<file path="src/hw/rtl/rcm_ram.sv">
// ----------------------------------------------------------------------------
// rcm_ram
// simple dual port ram, one write and one registered read port
// ----------------------------------------------------------------------------
module rcm_ram #(
   parameter int WIDTH = 8,
   parameter int DEPTH = 64
) (
   input  logic                     clock,
   input  logic                     we,
   input  logic [$clog2(DEPTH)-1:0] waddr,
   input  logic [WIDTH-1:0]         wdata,
   input  logic [$clog2(DEPTH)-1:0] raddr,
   output logic [WIDTH-1:0]         rdata
);

   logic [WIDTH-1:0] mem [DEPTH];
   logic [WIDTH-1:0] rdata_ff;

   always_ff @(posedge clock) begin
      if (we) begin
         mem[waddr] <= wdata;
      end
      rdata_ff <= mem[raddr];
   end

   assign rdata = rdata_ff;

endmodule

</file>
<file path="config.mk">
export PLATFORM = sky130hd
export DESIGN_NAME = rcm_ram
export DESIGN_NICKNAME = d
export VERILOG_FILES = /design/src/hw/rtl/rcm_ram.sv
export SDC_FILE = /design/constraint.sdc
export NUM_CORES = 1
export LEC_CHECK = 0
export ABC_AREA = 1
export BUFFER_PORTS_ARGS = -buffer_cell sky130_fd_sc_hd__buf_2
export CAP_MARGIN = 20
export CORE_MARGIN = 3
export CORE_UTILIZATION = 45
export CTS_BUF_LIST = sky130_fd_sc_hd__clkbuf_4 sky130_fd_sc_hd__clkbuf_8
export DETAILED_ROUTE_END_ITERATION = 7
export PLACE_DENSITY = 0.59
export REMOVE_ABC_BUFFERS = 1
export SLEW_MARGIN = 25
export SYNTH_ARGS = -nofsm -noshare
export SYNTH_HDL_FRONTEND = slang
export SYNTH_SLANG_ARGS = --single-unit
</file>
<file path="constraint.sdc">
create_clock -name clock -period 2.55 [get_ports clock]
set_input_delay 0.255 -clock clock [delete_from_list [all_inputs] [get_ports clock]]
set_output_delay 0.255 -clock clock [all_outputs]
set_load 0.02 [all_outputs]
</file>
# Yosys cells after proc, flatten, opt, wreduce, memory -nomap -nowiden
# Memory sizes are Yosys's and may differ from the RTL's. A register that Yosys moved wholly into a read port is not among the register bits.
# Cells that the tools add are included.
[totals] inputBits=22 word_cells=3 ramBits=512 out_inout_bits=8 memories=1 ff_bits=0
[classes] muxes=2
[mem_list] memory="mem" words=64 width=8 rd=1 rd_clocked_by_memory_dff=1 write_ports=1 line_no="17" rtl="logic [WIDTH-1:0] mem [DEPTH];"
[op_table] op="1-bit 2-to-1 mux" count=2

# Logic depth before layout (Yosys ltp)
[logic_depth] ltp_word=2 depth_mapped=12 ltp_nobuf=9

# Worst setup path after synthesis
# Ideal clock, no wire load.
[synth_path] path_kind="input port to flip-flop" start="input we" end="memory mem[48][0] (enable)" path_slack_ns=0.529 stages=3 arrival_time_ns=1.626 setup_ns=0.395 n_path_buf=1 t_required_ns=2.155 cell_sequence="clkbuf_1 -> nand4_1 -> nor4_1"
[synth_via] elab_chain_len=2
[synth_lines] item="start: declaration" line_no="10" rtl="input logic we,"
[synth_lines] item="1-bit 2-to-1 mux" line_no="21" rtl="if (we) begin"
[synth_lines] item="1-bit 2-to-1 mux (not written as such)" line_no="22" rtl="mem[waddr] <= wdata;"
[synth_lines] item="end: declaration" line_no="17"
# Every way passes these cells.

==> summary.md <==
| Metric | Value |
|---|---|
| Clk_lat worst skew | `0.65 ns` |
| First-pass iteration count of the detailed router | `6` |
| Crit share post-route | `0.629` |
| CTS root buf | `clkbuf_8` |
| FF+latch count, synth | `520` |
| 1st-iter DRT viols | `1323` |
| Mapped cell area | `21300 um^2` |
| Vias in the first global route | `13600` |
| CTS Buf Count | `85` |
| CTS tree | `built` |
| Rel. slew slack | `0.397` |
| Fin util | `0.521` |
| Clock skew | `0.0301 ns` |
| Clock Sinks | `520` |
| Share of cells above drive strength 1 | `0.142` |
| Final setup viols | `0` |
| Core area | `46700 um^2` |
| Minimum clock period after layout | `1.60 ns` |
| Layout area overhead | `13.9%` |
| Die Y | `224 um` |
| Setup Crit Path Kind | `input pin to flip-flop` |
| HP Class | `input pin to flip-flop` |
| Max Cap Viol | `0` |
| Die width | `224 um` |
| Initial core utilization | `0.457` |
| Hold Path End | `mem[22][3]` |
| Final Slew Violations | `0` |
| GRT Util Overall | `0.218` |
| Pwr Density | `749 nW/um^2` |
| Largest cells by area after synthesis | `edfxtp_1, nand2_1, nand3_1` |
| RSZ-0062 raised after global routing | `false` |
| Clock Path Buffers | `3` |
| Hold slack final | `0.103 ns` |
| Pin count of the biggest net entering global routing | `157` |
| R2R depth | `8` |
| First-pass GRT wire length | `82.4 mm` |
| Arr. time, crit path | `2.17 ns` |
| Sequential area share after synthesis | `0.728` |
| Worst path required time | `3.12 ns` |
| R2R Path End | `rdata[7]` |
| Remaining DRCs | `0` |
| Status | `finished clean` |
| Drt total wl | `53.9 mm` |
| DR vias | `13900` |
| ANT nets after route | `0` |
| Depth of the CTS H-tree | `3` |
| Yosys top cell area share | `0.720` |
| Remaining Overflow, GRT | `0` |
| Hold violation count in the final report | `0` |
| Routed len/inst | `20.7 um` |
| Post-synthesis cell type count | `16` |
| Worst-margin pin slew | `0.904 ns` |
| Initial antenna violation count | `3` |
| Number of fillers in the final layout | `4078` |
| Placer congestion estimate | `0.860` |
| IO buf count | `29` |
| Worst VDD drop | `0.501 mV` |
| Clk slew on worst S/H paths | `0.06 ns` |
| Startpoint types | `input pin` |
| CP Capture Type | `flip-flop` |
| CP Max Fanout | `156` |
| Drt via density | `5.35` |
| Leakage | `0.00898 uW` |
| Reg2reg start | `mem[63][7]` |
| Final WS setup | `0.947 ns` |
| Pre-CTS setup slack | `0.412 ns` |
| Nets@finish | `1945` |
| I/O pin count | `30` |
| Area leader, netlist | `edfxtp_1` |
| R2r setup slk | `1.04 ns` |
| Max Fclk | `624 MHz` |
| Yosys warns | `0` |
| # rows | `79` |
| Hold depth | `1` |
| Dpl hpwl | `31.2 mm` |
| Mean post-synth cell area | `11.8 um^2` |
| Min-Delay Startpoint | `wdata[3]` |
| Cells after Synth | `1805` |
| Die area | `50100 um^2` |
-- synthesized netlist by cell type --
cell	n
nor2_1	56
nand3_1	439
inv_2	1
clkbuf_1	15
buf_6	35
inv_6	1
dfxtp_1	8
inv_1	10
nor4_1	8
buf_4	14
buf_8	2
buf_2	37
buf_1	10
nand4_1	9
edfxtp_1	512
nand2_1	648
-- critical path, stage by stage --
cell      delay (ns)
clkbuf_8        0.14
buf_12          0.44
nand2_1         0.12
nand3_1         0.15
nand3_1         0.09
nand2_1         0.18
nand2_1         0.09
nand3_1         0.13
nand3_1         0.20
nand2_1         0.12
-- sequential cells by signal, summed over array words and instances, names as in the netlist --
| register | cells |
|---|---|
| rdata | 8 |
| mem | 512 |
-- per-stage QoR --
stage	TNS (ns)	cell area [um^2]	total power, uW	std cells
CTS	0	24300	18400	2597
floorplan	-1.71	20500	10200	1692
global placement	0	22500	10800	2442
finish	0	24300	18200	2598
detailed placement	0	22500	10800	2442
global route	0	24300	18900	2597
-- placed cells by master (no fill, tap or decap) --
cell             n
clkinv_2        14
inv_4            1
diode_2          1
nand2_1        648
inv_2            1
edfxtp_1       512
clkinvlp_4       1
buf_4           97
bufinv_16        7
clkbuf_4        26
buf_12          18
buf_2           27
inv_6            1
dlygate4sd3_1    1
dfxtp_1          8
inv_1            9
clkinv_1        17
nor2_1          56
nand3_1        439
nand4_1          9
clkbuf_8        90
nor4_1           8
-- per-layer routing --
layer  global-route usage  share of wire  vias up
li1                     -              -     6603
met1                0.302           0.43     6741
met2                0.352           0.48      465
met3               0.0398          0.066       94
met4               0.0693          0.026        4
met5                    0        0.00059        -
-- cell type report --
type	instances	area (um^2)	area share
clock buffer	115	1420	0.0584
timing repair buffer	144	1250	0.0513
inverter	12	52.6	0.00216
clock inverter	39	352	0.0145
antenna	1	2.50	0.000103
multi-input combinational	1160	4950	0.203
tap	607	759	0.0312
sequential	520	15500	0.639
-- timing repair --
action,CTS,global route
hold buffers,1,0
setup buffers,0,0
endpoints found under the hold margin,3,0
resized for setup,0,0
-- cell families after synthesis --
| kind of cell | synth area share |
|---|---|
| DFF | 0.728 |
| buffers and inverters | 0.0402 |
| and+or+nand+nor | 0.232 |
-- report_power, final --
group / switching, uW / internal [uW]
logic: 845 / 312
registers: 26.6 / 9460
clock network: 3230 / 4320
total: 4110 / 14100
-- worst max path at each step --
stage	depth (start not counted)	end	slack (ns)	start
finish	10	rdata[7]	0.95	raddr[0]
CTS	1	rdata[5]	1.03	rdata[5]
global placement	10	rdata[7]	0.43	raddr[0]
detailed placement	10	rdata[7]	0.41	raddr[0]
global route	10	rdata[7]	0.96	raddr[0]
floorplan	8	rdata[7]	-0.22	raddr[1]
(Power assumes the default switching activity.)
